**config.mk**
```make
export PLATFORM = sky130hd
export DESIGN_NAME = ambient_to_backlight_curve_map_flat
export DESIGN_NICKNAME = d
export VERILOG_FILES = /design/src/design/acbm_pkg.sv /design/src/design/acbm_in_if.sv /design/src/design/acbm_out_if.sv /design/src/design/acbm_front.sv /design/src/design/acbm_queue.sv /design/src/design/acbm_back.sv /design/src/design/ambient_to_backlight_curve_map.sv /design/src/flat_wrapper.sv
export SDC_FILE = /design/constraint.sdc
export NUM_CORES = 1
export LEC_CHECK = 0
export BUFFER_PORTS_ARGS = -buffer_cell sky130_fd_sc_hd__buf_4
export CAP_MARGIN = 0
export CORE_MARGIN = 2
export CORE_UTILIZATION = 60
export DETAILED_ROUTE_END_ITERATION = 10
export GPL_TIMING_DRIVEN = 0
export HOLD_SLACK_MARGIN = 0.15
export PLACE_DENSITY_LB_ADDON = 0.08
export SETUP_SLACK_MARGIN = 0.5
export SKIP_LAST_GASP = 1
export SLEW_MARGIN = 0
export SYNTH_ARGS = -nofsm -noshare
export SYNTH_HDL_FRONTEND = slang
export SYNTH_HIERARCHICAL = 1
export SYNTH_SLANG_ARGS = --single-unit
export TNS_END_PERCENT = 1
```
**constraint.sdc**
```tcl
create_clock -name i_clk -period 10.9 [get_ports i_clk]
set_clock_uncertainty 0.05 [all_clocks]
set_input_delay 1.635 -clock i_clk [delete_from_list [all_inputs] [get_ports i_clk]]
set_output_delay 1.635 -clock i_clk [all_outputs]
set_load 0.005 [all_outputs]
```
**src/design/acbm_pkg.sv**
```systemverilog
// shared types, constants and codes of the ambient to backlight curve mapper
// no dependencies; used by every other file of the block
package acbm_pkg;

    localparam int MAX_POINTS  = 8;
    localparam int NUM_SEG     = MAX_POINTS - 1;
    localparam int LVL_W       = 7;
    localparam int PT_W        = 2 * LVL_W;
    localparam int CNT_W       = 4;
    localparam int CFG_W       = 56;
    localparam int CFG_IDX_W   = 3;
    localparam int PATH_W      = 3;
    localparam int QUO_W       = LVL_W;
    localparam int PROD_W      = 2 * LVL_W;
    localparam int SUM_W       = LVL_W + 2;
    localparam int QUEUE_DEPTH = 2;
    localparam int QUEUE_PTR_W = $clog2(QUEUE_DEPTH);
    localparam int QUEUE_CNT_W = $clog2(QUEUE_DEPTH + 1);

    localparam logic [LVL_W-1:0] PCT_MAX = 7'd100;

    typedef logic [PATH_W-1:0] t_path;

    localparam t_path PATH_LINEAR     = 3'd0;
    localparam t_path PATH_DEGENERATE = 3'd1;
    localparam t_path PATH_SEGMENT    = 3'd2;
    localparam t_path PATH_DUPLICATE  = 3'd3;
    localparam t_path PATH_BELOW      = 3'd4;
    localparam t_path PATH_BEYOND     = 3'd5;

    typedef logic [CFG_IDX_W-1:0] t_reg_idx;

    localparam t_reg_idx REG_USE_CURVE   = 3'd0;
    localparam t_reg_idx REG_POINT_COUNT = 3'd1;
    localparam t_reg_idx REG_POINTS_LO   = 3'd2;
    localparam t_reg_idx REG_POINTS_HI   = 3'd3;
    localparam t_reg_idx REG_CAM_FLOOR   = 3'd4;
    localparam t_reg_idx REG_CAM_CEIL    = 3'd5;
    localparam t_reg_idx REG_SCR_FLOOR   = 3'd6;
    localparam t_reg_idx REG_SCR_CEIL    = 3'd7;

    typedef struct packed {
        logic                 use_curve;
        logic [CNT_W-1:0]     point_count;
        logic [2*CFG_W-1:0]   points;
        logic [LVL_W-1:0]     cam_floor;
        logic [LVL_W-1:0]     cam_ceil;
        logic [LVL_W-1:0]     scr_floor;
        logic [LVL_W-1:0]     scr_ceil;
    } t_cfg;

    // classified item: result = base + trunc(a * dy / d)
    typedef struct packed {
        logic [LVL_W-1:0] a;
        logic [LVL_W:0]   dy;
        logic [LVL_W-1:0] d;
        logic [LVL_W-1:0] base;
        t_path            path;
    } t_job;

    typedef struct packed {
        logic [PROD_W-1:0] rem;
        logic [QUO_W-1:0]  q;
        logic [LVL_W-1:0]  d;
        logic [LVL_W-1:0]  base;
        t_path             path;
        logic              neg;
    } t_div;

endpackage

```
**src/design/acbm_in_if.sv**
```systemverilog
// input channel of the curve mapper: one ambient level per item
// depends on acbm_pkg
interface acbm_in_if;
    logic                        valid;
    logic                        ready;
    logic [acbm_pkg::LVL_W-1:0]  ambient_level;

    modport source (output valid, output ambient_level, input ready);
    modport sink (input valid, input ambient_level, output ready);
endinterface

```
**src/design/acbm_out_if.sv**
```systemverilog
// output channel of the curve mapper: screen level and path code per item
// depends on acbm_pkg
interface acbm_out_if;
    logic                        valid;
    logic                        ready;
    logic [acbm_pkg::LVL_W-1:0]  screen_level;
    acbm_pkg::t_path             path_taken;

    modport source (output valid, output screen_level, output path_taken, input ready);
    modport sink (input valid, input screen_level, input path_taken, output ready);
endinterface

```
**src/design/acbm_front.sv**
```systemverilog
// front part: accepts ambient levels, picks the segment or linear range
// and registers the interpolation operands; depends on acbm_pkg, acbm_in_if
module acbm_front (
    input  logic              i_clk,
    input  logic              i_rst_n,
    input  acbm_pkg::t_cfg    i_cfg,
    acbm_in_if.sink           i_in,
    output logic              o_valid,
    input  logic              i_ready,
    output acbm_pkg::t_job    o_job
);

    logic                         r_valid;
    acbm_pkg::t_job               r_job;
    acbm_pkg::t_job               n_job;

    logic [acbm_pkg::LVL_W-1:0]   lvl;
    logic [acbm_pkg::CNT_W-1:0]   cnt;
    logic [acbm_pkg::LVL_W-1:0]   px [acbm_pkg::MAX_POINTS];
    logic [acbm_pkg::LVL_W-1:0]   py [acbm_pkg::MAX_POINTS];
    logic [acbm_pkg::NUM_SEG-1:0] hit;
    logic                         found;
    logic [acbm_pkg::LVL_W-1:0]   sx0, sx1, sy0, sy1, ylast;
    logic [acbm_pkg::LVL_W-1:0]   c1, c2;
    logic                         curve;

    assign i_in.ready = !r_valid || i_ready;
    assign o_valid    = r_valid;
    assign o_job      = r_job;

    always_comb begin
        lvl = i_in.ambient_level;
        cnt = (i_cfg.point_count > 4'(acbm_pkg::MAX_POINTS)) ?
              4'(acbm_pkg::MAX_POINTS) : i_cfg.point_count;
        curve = i_cfg.use_curve && (cnt >= 4'd2);
        for (int k = 0; k < acbm_pkg::MAX_POINTS; k++) begin
            px[k] = i_cfg.points[acbm_pkg::PT_W*k +: acbm_pkg::LVL_W];
            py[k] = i_cfg.points[acbm_pkg::PT_W*k + acbm_pkg::LVL_W +: acbm_pkg::LVL_W];
        end
        for (int k = 0; k < acbm_pkg::NUM_SEG; k++) begin
            hit[k] = (4'(k + 1) < cnt) && (lvl >= px[k]) && (lvl <= px[k+1]);
        end
        // first stored segment wins
        found = 1'b0;
        sx0   = '0;
        sx1   = '0;
        sy0   = '0;
        sy1   = '0;
        for (int k = acbm_pkg::NUM_SEG - 1; k >= 0; k--) begin
            if (hit[k]) begin
                found = 1'b1;
                sx0   = px[k];
                sx1   = px[k+1];
                sy0   = py[k];
                sy1   = py[k+1];
            end
        end
        ylast = py[0];
        for (int k = 0; k < acbm_pkg::MAX_POINTS; k++) begin
            if (4'(k + 1) == cnt) begin
                ylast = py[k];
            end
        end
        c1 = (lvl > i_cfg.cam_ceil) ? i_cfg.cam_ceil : lvl;
        c2 = (c1 < i_cfg.cam_floor) ? i_cfg.cam_floor : c1;

        n_job.a    = '0;
        n_job.dy   = '0;
        n_job.d    = 7'd1;
        n_job.base = '0;
        n_job.path = acbm_pkg::PATH_LINEAR;
        if (curve) begin
            if (found) begin
                if (sx0 == sx1) begin
                    n_job.base = sy1;
                    n_job.path = acbm_pkg::PATH_DUPLICATE;
                end else begin
                    n_job.a    = lvl - sx0;
                    n_job.d    = sx1 - sx0;
                    n_job.dy   = {1'b0, sy1} - {1'b0, sy0};
                    n_job.base = sy0;
                    n_job.path = acbm_pkg::PATH_SEGMENT;
                end
            end else if (lvl < px[0]) begin
                n_job.base = py[0];
                n_job.path = acbm_pkg::PATH_BELOW;
            end else begin
                n_job.base = ylast;
                n_job.path = acbm_pkg::PATH_BEYOND;
            end
        end else if (i_cfg.cam_ceil == i_cfg.cam_floor) begin
            n_job.base = i_cfg.scr_floor;
            n_job.path = acbm_pkg::PATH_DEGENERATE;
        end else begin
            n_job.a    = c2 - i_cfg.cam_floor;
            n_job.d    = (i_cfg.cam_ceil > i_cfg.cam_floor) ?
                         (i_cfg.cam_ceil - i_cfg.cam_floor) :
                         (i_cfg.cam_floor - i_cfg.cam_ceil);
            n_job.dy   = {1'b0, i_cfg.scr_ceil} - {1'b0, i_cfg.scr_floor};
            n_job.base = i_cfg.scr_floor;
            n_job.path = acbm_pkg::PATH_LINEAR;
        end
    end

    always_ff @(posedge i_clk) begin
        if (!i_rst_n) begin
            r_valid <= 1'b0;
        end else if (i_in.ready) begin
            r_valid <= i_in.valid;
        end
    end

    always_ff @(posedge i_clk) begin
        if (i_in.valid && i_in.ready) begin
            r_job <= n_job;
        end
    end

endmodule

```
**src/design/acbm_queue.sv**
```systemverilog
// short queue between the classifying front and the arithmetic back
// depends on acbm_pkg
module acbm_queue (
    input  logic              i_clk,
    input  logic              i_rst_n,
    input  logic              i_valid,
    output logic              o_ready,
    input  acbm_pkg::t_job    i_job,
    output logic              o_valid,
    input  logic              i_ready,
    output acbm_pkg::t_job    o_job
);

    acbm_pkg::t_job                    r_mem [acbm_pkg::QUEUE_DEPTH];
    logic [acbm_pkg::QUEUE_PTR_W-1:0]  r_wr_ptr;
    logic [acbm_pkg::QUEUE_PTR_W-1:0]  r_rd_ptr;
    logic [acbm_pkg::QUEUE_CNT_W-1:0]  r_count;
    logic                              push, pop;

    assign o_ready = (r_count != acbm_pkg::QUEUE_CNT_W'(acbm_pkg::QUEUE_DEPTH));
    assign o_valid = (r_count != '0);
    assign o_job   = r_mem[r_rd_ptr];
    assign push    = i_valid && o_ready;
    assign pop     = o_valid && i_ready;

    always_ff @(posedge i_clk) begin
        if (!i_rst_n) begin
            r_wr_ptr <= '0;
            r_rd_ptr <= '0;
            r_count  <= '0;
        end else begin
            if (push) begin
                r_wr_ptr <= (r_wr_ptr == acbm_pkg::QUEUE_PTR_W'(acbm_pkg::QUEUE_DEPTH - 1)) ?
                            '0 : r_wr_ptr + 1'b1;
            end
            if (pop) begin
                r_rd_ptr <= (r_rd_ptr == acbm_pkg::QUEUE_PTR_W'(acbm_pkg::QUEUE_DEPTH - 1)) ?
                            '0 : r_rd_ptr + 1'b1;
            end
            if (push && !pop) begin
                r_count <= r_count + 1'b1;
            end else if (pop && !push) begin
                r_count <= r_count - 1'b1;
            end
        end
    end

    always_ff @(posedge i_clk) begin
        if (push) begin
            r_mem[r_wr_ptr] <= i_job;
        end
    end

endmodule

```
**src/design/acbm_back.sv**
```systemverilog
// back part: multiply, pipelined restoring divide, offset and clamp,
// output register; depends on acbm_pkg, acbm_out_if
module acbm_back (
    input  logic              i_clk,
    input  logic              i_rst_n,
    input  logic              i_valid,
    output logic              o_ready,
    input  acbm_pkg::t_job    i_job,
    acbm_out_if.source        o_out
);

    logic                          r_v  [acbm_pkg::QUO_W+1];
    acbm_pkg::t_div                r_st [acbm_pkg::QUO_W+1];
    acbm_pkg::t_div                n_st [acbm_pkg::QUO_W+1];
    logic                          r_out_v;
    logic [acbm_pkg::LVL_W-1:0]    r_out_lvl;
    acbm_pkg::t_path               r_out_path;
    logic [acbm_pkg::LVL_W-1:0]    n_out_lvl;
    logic                          en;
    logic [acbm_pkg::LVL_W:0]      dy_abs;
    logic [acbm_pkg::PROD_W-1:0]   shifted [acbm_pkg::QUO_W];
    logic [acbm_pkg::SUM_W-1:0]    qx, sum;
    acbm_pkg::t_div                last;

    assign en           = !r_out_v || o_out.ready;
    assign o_ready      = en;
    assign o_out.valid        = r_out_v;
    assign o_out.screen_level = r_out_lvl;
    assign o_out.path_taken   = r_out_path;

    always_comb begin
        dy_abs = i_job.dy[acbm_pkg::LVL_W] ? (~i_job.dy + 1'b1) : i_job.dy;
        n_st[0].rem  = i_job.a * dy_abs[acbm_pkg::LVL_W-1:0];
        n_st[0].q    = '0;
        n_st[0].d    = i_job.d;
        n_st[0].base = i_job.base;
        n_st[0].path = i_job.path;
        n_st[0].neg  = i_job.dy[acbm_pkg::LVL_W];
        // quotient never exceeds 7 bits since a <= d
        for (int j = 0; j < acbm_pkg::QUO_W; j++) begin
            shifted[j] = acbm_pkg::PROD_W'(r_st[j].d) << (acbm_pkg::QUO_W - 1 - j);
            n_st[j+1]  = r_st[j];
            if (r_st[j].rem >= shifted[j]) begin
                n_st[j+1].rem = r_st[j].rem - shifted[j];
                n_st[j+1].q[acbm_pkg::QUO_W-1-j] = 1'b1;
            end
        end
        last = r_st[acbm_pkg::QUO_W];
        qx   = {2'b00, last.q};
        sum  = {2'b00, last.base} + (last.neg ? (~qx + 1'b1) : qx);
        n_out_lvl = last.base;
        if (last.path == acbm_pkg::PATH_LINEAR || last.path == acbm_pkg::PATH_SEGMENT) begin
            if (sum[acbm_pkg::SUM_W-1]) begin
                n_out_lvl = '0;
            end else if (sum[acbm_pkg::SUM_W-2:0] > {1'b0, acbm_pkg::PCT_MAX}) begin
                n_out_lvl = acbm_pkg::PCT_MAX;
            end else begin
                n_out_lvl = sum[acbm_pkg::LVL_W-1:0];
            end
        end
    end

    always_ff @(posedge i_clk) begin
        if (!i_rst_n) begin
            for (int j = 0; j <= acbm_pkg::QUO_W; j++) begin
                r_v[j] <= 1'b0;
            end
            r_out_v <= 1'b0;
        end else if (en) begin
            r_v[0] <= i_valid;
            for (int j = 0; j < acbm_pkg::QUO_W; j++) begin
                r_v[j+1] <= r_v[j];
            end
            r_out_v <= r_v[acbm_pkg::QUO_W];
        end
    end

    always_ff @(posedge i_clk) begin
        if (en) begin
            for (int j = 0; j <= acbm_pkg::QUO_W; j++) begin
                r_st[j] <= n_st[j];
            end
            r_out_lvl  <= n_out_lvl;
            r_out_path <= last.path;
        end
    end

endmodule

```
**src/design/ambient_to_backlight_curve_map.sv**
```systemverilog
// Maps an ambient level to a backlight percentage, by a curve of up to eight
// stored points or by a linear range map. One level is taken per clock while
// the output is not held off. Each level passes the front register, the queue,
// the product register and the restoring divider stages (one quotient bit per
// stage), after which the output register holds it. A held-off result stalls
// the whole back part; the two-entry queue and the front register then fill
// and the input stalls. Write the configuration registers only while no item
// is in flight.
module ambient_to_backlight_curve_map (
    input  logic                            i_clk,
    input  logic                            i_rst_n,
    input  logic                            i_cfg_we,
    input  acbm_pkg::t_reg_idx              i_cfg_idx,
    input  logic [acbm_pkg::CFG_W-1:0]      i_cfg_data,
    acbm_in_if.sink                         i_in,
    acbm_out_if.source                      o_out
);

    logic                              r_use_curve;
    logic [acbm_pkg::CNT_W-1:0]        r_point_count;
    logic [acbm_pkg::CFG_W-1:0]        r_points_lo;
    logic [acbm_pkg::CFG_W-1:0]        r_points_hi;
    logic [acbm_pkg::LVL_W-1:0]        r_cam_floor;
    logic [acbm_pkg::LVL_W-1:0]        r_cam_ceil;
    logic [acbm_pkg::LVL_W-1:0]        r_scr_floor;
    logic [acbm_pkg::LVL_W-1:0]        r_scr_ceil;
    acbm_pkg::t_cfg                    cfg;

    logic                              f_valid, q_in_ready, q_valid, b_ready;
    acbm_pkg::t_job                    f_job, q_job;

    always_ff @(posedge i_clk) begin
        if (!i_rst_n) begin
            r_use_curve   <= 1'b0;
            r_point_count <= '0;
            r_points_lo   <= '0;
            r_points_hi   <= '0;
            r_cam_floor   <= '0;
            r_cam_ceil    <= acbm_pkg::PCT_MAX;
            r_scr_floor   <= '0;
            r_scr_ceil    <= acbm_pkg::PCT_MAX;
        end else if (i_cfg_we) begin
            unique case (i_cfg_idx)
                acbm_pkg::REG_USE_CURVE:   r_use_curve   <= i_cfg_data[0];
                acbm_pkg::REG_POINT_COUNT: r_point_count <= i_cfg_data[acbm_pkg::CNT_W-1:0];
                acbm_pkg::REG_POINTS_LO:   r_points_lo   <= i_cfg_data;
                acbm_pkg::REG_POINTS_HI:   r_points_hi   <= i_cfg_data;
                acbm_pkg::REG_CAM_FLOOR:   r_cam_floor   <= i_cfg_data[acbm_pkg::LVL_W-1:0];
                acbm_pkg::REG_CAM_CEIL:    r_cam_ceil    <= i_cfg_data[acbm_pkg::LVL_W-1:0];
                acbm_pkg::REG_SCR_FLOOR:   r_scr_floor   <= i_cfg_data[acbm_pkg::LVL_W-1:0];
                acbm_pkg::REG_SCR_CEIL:    r_scr_ceil    <= i_cfg_data[acbm_pkg::LVL_W-1:0];
            endcase
        end
    end

    always_comb begin
        cfg.use_curve   = r_use_curve;
        cfg.point_count = r_point_count;
        cfg.points      = {r_points_hi, r_points_lo};
        cfg.cam_floor   = r_cam_floor;
        cfg.cam_ceil    = r_cam_ceil;
        cfg.scr_floor   = r_scr_floor;
        cfg.scr_ceil    = r_scr_ceil;
    end

    acbm_front u_front (
        .i_clk   (i_clk),
        .i_rst_n (i_rst_n),
        .i_cfg   (cfg),
        .i_in    (i_in),
        .o_valid (f_valid),
        .i_ready (q_in_ready),
        .o_job   (f_job)
    );

    acbm_queue u_queue (
        .i_clk   (i_clk),
        .i_rst_n (i_rst_n),
        .i_valid (f_valid),
        .o_ready (q_in_ready),
        .i_job   (f_job),
        .o_valid (q_valid),
        .i_ready (b_ready),
        .o_job   (q_job)
    );

    acbm_back u_back (
        .i_clk   (i_clk),
        .i_rst_n (i_rst_n),
        .i_valid (q_valid),
        .o_ready (b_ready),
        .i_job   (q_job),
        .o_out   (o_out)
    );

    a_clamped_range: assert property (@(posedge i_clk) disable iff (!i_rst_n)
        o_out.valid && (o_out.path_taken == acbm_pkg::PATH_LINEAR ||
                        o_out.path_taken == acbm_pkg::PATH_SEGMENT)
        |-> o_out.screen_level <= acbm_pkg::PCT_MAX)
        else $error("clamped result above full scale");

    a_path_code: assert property (@(posedge i_clk) disable iff (!i_rst_n)
        o_out.valid |-> o_out.path_taken <= acbm_pkg::PATH_BEYOND)
        else $error("path code out of range");

    a_queue_handoff: assert property (@(posedge i_clk) disable iff (!i_rst_n)
        f_valid && !q_in_ready |=> f_valid && $stable(f_job))
        else $error("front item lost while queue full");

endmodule
```
**src/flat_wrapper.sv**
```systemverilog
// flat-port wrapper written by rule: the top's interface ports become plain ports
module ambient_to_backlight_curve_map_flat 
  (i_clk, i_rst_n, i_cfg_we, i_cfg_idx, i_cfg_data, i_in_valid, i_in_ambient_level, i_in_ready, o_out_valid, o_out_screen_level, o_out_path_taken, o_out_ready);
  acbm_in_if i_in_i ();
  acbm_out_if o_out_i ();
  input  logic i_clk;
  input  logic i_rst_n;
  input  logic i_cfg_we;
  input  acbm_pkg::t_reg_idx i_cfg_idx;
  input  logic [acbm_pkg::CFG_W-1:0] i_cfg_data;
  input wire logic [$bits(i_in_i.valid)-1:0] i_in_valid;
  input wire logic [$bits(i_in_i.ambient_level)-1:0] i_in_ambient_level;
  output wire logic [$bits(i_in_i.ready)-1:0] i_in_ready;
  output wire logic [$bits(o_out_i.valid)-1:0] o_out_valid;
  output wire logic [$bits(o_out_i.screen_level)-1:0] o_out_screen_level;
  output wire logic [$bits(o_out_i.path_taken)-1:0] o_out_path_taken;
  input wire logic [$bits(o_out_i.ready)-1:0] o_out_ready;
  assign i_in_i.valid = i_in_valid;
  assign i_in_i.ambient_level = i_in_ambient_level;
  assign i_in_ready = i_in_i.ready;
  assign o_out_valid = o_out_i.valid;
  assign o_out_screen_level = o_out_i.screen_level;
  assign o_out_path_taken = o_out_i.path_taken;
  assign o_out_i.ready = o_out_ready;
  ambient_to_backlight_curve_map u_core (.i_clk(i_clk), .i_rst_n(i_rst_n), .i_cfg_we(i_cfg_we), .i_cfg_idx(i_cfg_idx), .i_cfg_data(i_cfg_data), .i_in(i_in_i), .o_out(o_out_i));
endmodule
```
Word-level counts from Yosys, hierarchy flattened

Memory sizes are Yosys's and may differ from the RTL's. A register that Yosys moved wholly into a read port is not among the register bits.
Index checks and enable logic that the tools add are counted.

Add/sub/neg operators: 21
Multiply operators: 1
Div/mod/pow operators: 0
Order comparisons: 35
Equal/unequal tests: 18
Shifts and indexed selects: 0
Multiplexer cells: 93
Bitwise gates (word level): 10
Reductions and logical operators: 40

Operators by type and width:

| operator                                                  | number |
|---|---|
| 2-to-1 mux 7 bit                                          | 42 |
| 2-to-1 mux 14 bit                                         | 6 |
| 2-to-1 mux 22 bit                                         | 3 |
| greater-or-equal comparator 7 bit                         | 7 |
| <= comparator 7 bit                                       | 7 |
| subtractor 7 bit                                          | 5 |
| 2-to-1 mux 1 bit                                          | 33 |
| 2-to-1 mux 32 bit                                         | 1 |
| 2-to-1 mux 10 bit                                         | 3 |
| logical AND 1 bit                                         | 20 |
| equality test 3 x 4 -> 1 bit, first input constant        | 4 |
| less-than comparator 3 x 4 -> 1 bit, first input constant | 4 |
| AND reduction 2 bit                                       | 8 |
| subtractor 7 x 7 -> 8 bit                                 | 2 |
| 2-to-1 mux 15 bit                                         | 1 |
| equality test 7 bit                                       | 2 |
| greater-or-equal comparator 14 x 10 -> 1 bit              | 1 |
| greater-or-equal comparator 14 x 11 -> 1 bit              | 1 |
| greater-or-equal comparator 14 x 12 -> 1 bit              | 1 |
| greater-or-equal comparator 14 x 13 -> 1 bit              | 1 |
| greater-or-equal comparator 14 x 7 -> 1 bit               | 1 |
| greater-or-equal comparator 14 x 8 -> 1 bit               | 1 |
| greater-or-equal comparator 14 x 9 -> 1 bit               | 1 |
| greater-than comparator 7 bit                             | 2 |
| other kinds (36)                                          | 61 |

Register bits: 192
Bits in latches: 0
Bits in writable memories: 384
Memory bits (read-only): 0
Bits of input ports: 71
Output and inout bits: 12
Word-level logic and storage cells: 240
Memories kept: 3

Memories:

| memory               | depth | width | rd ports | clocked after memory_dff | write ports | RTL line         | text |
|---|---|---|---|---|---|---|---|
| u_core.u_back.r_st   | 8     | 39    | 8        | 0                        | 8           | acbm_back.sv:13  | `acbm_pkg::t_div r_st [acbm_pkg::QUO_W+1];` |
| u_core.u_queue.r_mem | 2     | 32    | 1        | 1                        | 1           | acbm_queue.sv:14 | `acbm_pkg::t_job r_mem [acbm_pkg::QUEUE_DEPTH];` |
| u_core.u_back.r_v    | 8     | 1     | 8        | 1                        | 8           | acbm_back.sv:12  | `logic r_v [acbm_pkg::QUO_W+1];` |

Longest topological paths before layout

Depth in word-level cells: 16
Mapped depth: 26
Mapped depth without buffers: 25

By module

The synthesis kept the hierarchy.

By module, submodules not included:

| module                         | instances | cells an instance | area an instance (um^2) | seq. area each (um^2) |
|---|---|---|---|---|
| acbm_back                      | 1         | 1040              | 13863.3                 | 8408.1 |
| acbm_front                     | 1         | 954               | 7415.9                  | 980.9 |
| ambient_to_backlight_curve_map | 1         | 546               | 5516.5                  | 2902.8 |
| acbm_queue                     | 1         | 124               | 2551.2                  | 2021.9 |

Least setup slack after synthesis

No wires, ideal clock.

Path type: in2reg
From: input port o_out_ready
To: register u_core/u_queue/r_count[1] (netlist name)
Library setup time: 0.070 ns
Data arrival time: 8.951 ns
Path slack: 1.829 ns
Stages: 7
Buffers on the path: 1
Cells stage by stage: nor2b_1 clkbuf_1 inv_1 o21ai_1 ha_1 or3_1 a21boi_1

Word-level cells in the longest chain between the ends: 5

RTL lines:

| element                                                       | RTL line                             | text |
|---|---|---|
| from (decl)                                                   | flat_wrapper.sv:17                   | `input wire logic [$bits(o_out_i.ready)-1:0] o_out_ready;` |
| logical OR 1 bit (*)                                          | acbm_back.sv:25                      | `assign en = !r_out_v \|\| o_out.ready;` |
| via u_core.b_ready                                            | ambient_to_backlight_curve_map.sv:29 | `logic f_valid, q_in_ready, q_valid, b_ready;` |
| logical AND 1 bit (*)                                         | acbm_queue.sv:24                     | `assign pop = o_valid && i_ready;` |
| zero test 1 bit                                               | acbm_queue.sv:40                     | `if (push && !pop) begin` |
| logical AND 1 bit                                             | acbm_queue.sv:40                     |  |
| 2-to-1 mux 2 bit / nonzero test 2 bit (equally long branches) | -                                    |  |
| to (signal assigned)                                          | acbm_queue.sv:41                     | `r_count <= r_count + 1'b1;` |
| to (signal assigned)                                          | acbm_queue.sv:43                     | `r_count <= r_count - 1'b1;` |
| to (decl)                                                     | acbm_queue.sv:17                     | `logic [acbm_pkg::QUEUE_CNT_W-1:0] r_count;` |

The timed path passes the listed nets; every way through them passes the cells marked *.
A chain may end at the register's enable or synchronous reset.

==> impl_metrics.tcl <==
set metrics [dict create \
    yosys.area_share.adder_pct 11.3 \
    post-route-min-period_ps 7150 \
    grt_setup_unrepaired "no" \
    yosysTopAreaCellShare_pct 38.1 \
    number_of_antenna_violations_at_the_first_check_in_global_routing 3 \
    synth.area.mux_share_pct 7.58 \
    holdBufCountCts 0 \
    synth.avg_cell_area_sq_um 11.0 \
    path_cells "buf_4 > inv_1 > ha_1 > nand3_1 > a31oi_1 > o21ai_1 > nor2_1 > clkbuf_1 > clkbuf_1 > a221oi_1 > o311ai_0 > o211ai_1 > a31oi_1 > ha_1 > inv_1 > fa_1 > maj3_1 > a21oi_1 > o21ai_1 > xnor2_1 > o22ai_1" \
    ys_top_cells_by_area "edfxtp_1 (38%), dfxtp_1 (11%), ha_1 (8.6%), mux2i_1 (5.7%), nand2_1 (4.3%)" \
    grt_pass1_vias 20900 \
    finish.net_count 3111 \
    die_h_um 225 \
    cts_setup_buffers 0 \
    max-clock-path-buffers 3 \
    drt-initial-drc-count 1855 \
    timing_limited_maximum_frequency_ghz 0.140 \
    post_synthesis_instance_total 2664 \
    final-max-slew-violation-count 0 \
    post_synth_and_or_nand_nor_area_fraction_pct 12.2 \
    clkLatencyLatePin_ps 620 \
    fin_ws_ps 3750 \
    timing_hold_violations_final 0 \
    cts-buffers-inserted 55 \
    timing.max_slew.rel_slack_pct 38.6 \
    hold_path_class "flip-flop to flip-flop" \
    floorplan.initialDensity_pct 60.3 \
    buffer_ports.inserted 78 \
    synth_flop_cell "edfxtp_1" \
    timing_worst_slew_pin_value_ps 921 \
    synth-warning-count 6 \
    count_of_flip_flops_with_a_built_in_enable_after_synthesis 372 \
    postRouteAntennaNets 0 \
    final.fill_count 3697 \
    synth_area_sq_um 29300 \
    drc 0 \
    final_min_period_over_clock_period_pct 65.6 \
    crit_path_max_fanout 11 \
    outcome "completed" \
    dieArea_sq_um 50700 \
    grt_start_max_net_pins 150 \
    drt_first_pass_iters 5 \
    synth_async_sr_flop_share_pct 0 \
    crit_arrival_ps 7450 \
    maxCapViolCount 0 \
    cp-startpoint "i_in_ambient_level[0]" \
    grt_remaining_overflow 0 \
    worstSetupPathType "primary input to flip-flop" \
    core.rowCount 81 \
    post_layout_total_power_mw 8.64 \
    startpoint_type "primary input" \
    cts.root.buffer_cell "clkbuf_16" \
    timing.setup.tns_ps 0 \
    syn_nets 2975 \
    tritoncts_num_sinks 529 \
    ctsHtreeMaxLevel 2 \
    first_pass_grt_wire_length_mm 116 \
    vdd_drop_max_uv 625 \
    mostFrequentLayoutCells "edfxtp_1 (372), nand2_1 (334), ha_1 (202), inv_1 (196), mux2i_1 (167)" \
    synth_top_family_by_area "compound AO/OA/AOI/OAI gates" \
    tritoncts "built" \
    detail_route.wirelength_mm 74.5 \
    routed_wire_length_per_instance_um 21.5 \
    setup_viol 0 \
    globalRouteTotalUtil_pct 29.7 \
    compound_cell_area_share_of_the_yosys_netlist_pct 13.1 \
    layout_commonest_cell "edfxtp_1" \
    synth_xor_area_share_pct 2.62 \
    dr_vias 21100 \
    power_density_nw_per_um2 265 \
    synthDistinctLibCells 110 \
    crit_path_end_kind "flip-flop" \
    detail_route.vias_per_cell 6.10 \
    leakagePower_nw 13.2 \
    critical-path-slowest-cell "nor2_1" \
    synth-seq-area-share_pct 48.8 \
    synth-seq-cells 529 \
    io_pins 83 \
    syn2layout_area_growth_pct 11.0 \
    preCtsSetupSlack_ps 3360 \
    dp.final_hpwl_mm 57.0 \
    yosys.area.top_type "edfxtp_1" \
    die_w_um 225 \
    timing.critical_path.slowest_cell_delay_ps 670 \
    hold_crit_start "u_core/u_back/r_st[0][4]" \
    gp_routability_congestion 0.964 \
    post_cts_resize_count 0 \
    crit_required_ps 11200 \
    worst_setup_hold_path_clk_slew_ps 60 \
    post_route_cells_drive_above_1_share_pct 11.0 \
    fp.coreArea_sq_um 48600 \
]
routing by layer:
metal | routed length (um) | track usage (%)
met3 | 5610 | 4.90
met1 | 33200 | 41.8
met5 | 13 | 0
met4 | 2170 | 9.57
met2 | 33400 | 47.2
worst paths after layout:
| check | slack, ps | cells past startpoint | to |
|---|---|---|---|
| min reg2reg | 360 | 0 | u_core/u_back/r_st[0][43] |
| max | 3750 | 21 | u_core/u_front/o_job[31] |
| min | 360 | 0 | u_core/u_back/r_st[0][43] |
| max reg2reg | 3890 | 22 | u_core/u_back/r_st[0][38] |
stage by stage:
stage,hold slack [ps],area [sq um],util (%),cells
3_5_place_dp,355,30700,63.2,3365
2_1_floorplan,350,29300,-,2664
3_3_place_gp,350,30700,63.1,3364
4_1_cts,365,32600,67.0,3468
6_report,361,32600,67.0,3469
5_1_grt,366,32600,67.0,3468
power by group:
group	switching (mW)	internal (mW)
combinational	2.03	1.62
sequential	0.263	2.87
clock	0.774	1.09
area by class of cell:
type                            count  area [sq um]  share of cell area, %
Timing Repair Buffer               79           613                   1.88
Sequential cell                   529         14300                   43.9
Tap cell                          622           778                   2.39
Clock buffer                       79          1590                   4.87
Buffer                            102           547                   1.68
Multi-Input combinational cell   1834         13700                   42.2
Antenna cell                        1          2.50                0.00768
Clock inverter                     24           249                  0.764
Inverter                          199           754                   2.32
cells in the mapped netlist (all sizes together), types with 28 or more instances:
master,number
mux2i,167
o21ai,100
edfxtp,372
and2,30
a211oi,61
mux2,49
o31ai,30
nor2b,55
nor3,39
nand3,28
dfxtp,157
nor2,118
a21o,32
nand2,338
fa,38
inv,199
buf,45
xor2,36
a21oi,111
ha,202
clkbuf,57
a221oi,33
xnor2,50
cell families (layout without fill, tap and decap cells):
group | after synthesis | in the layout
other | 0 | 1
multiplexers | 216 | 216
AO/OA/AOI/OAI | 546 | 546
AND/OR/NAND/NOR | 742 | 742
flip-flops | 529 | 529
buffers and inverters | 301 | 483
XOR/XNOR | 86 | 86
adder cells (fa/ha/maj) | 244 | 244
registers in the layout (all words and copies together) (netlist names), 8 cells and up, named ones only:
| name | flops |
|---|---|
| u_core/r_points_hi | 56 |
| u_core/u_back/r_st | 263 |
| u_core/u_queue/r_mem | 64 |
| u_core/u_back/r_v | 8 |
| u_core/r_points_lo | 56 |
| u_core/u_front/o_job | 32 |
worst max-delay path, delay by kind of cell:
kind | cells | cell delay (ps)
buffers and inverters | 5 | 1590
adder cells (fa/ha/maj) | 4 | 1230
AO/OA/AOI/OAI | 9 | 2080
AND/OR/NAND/NOR | 2 | 760
XOR/XNOR | 1 | 140
(Power assumes the default switching activity.)
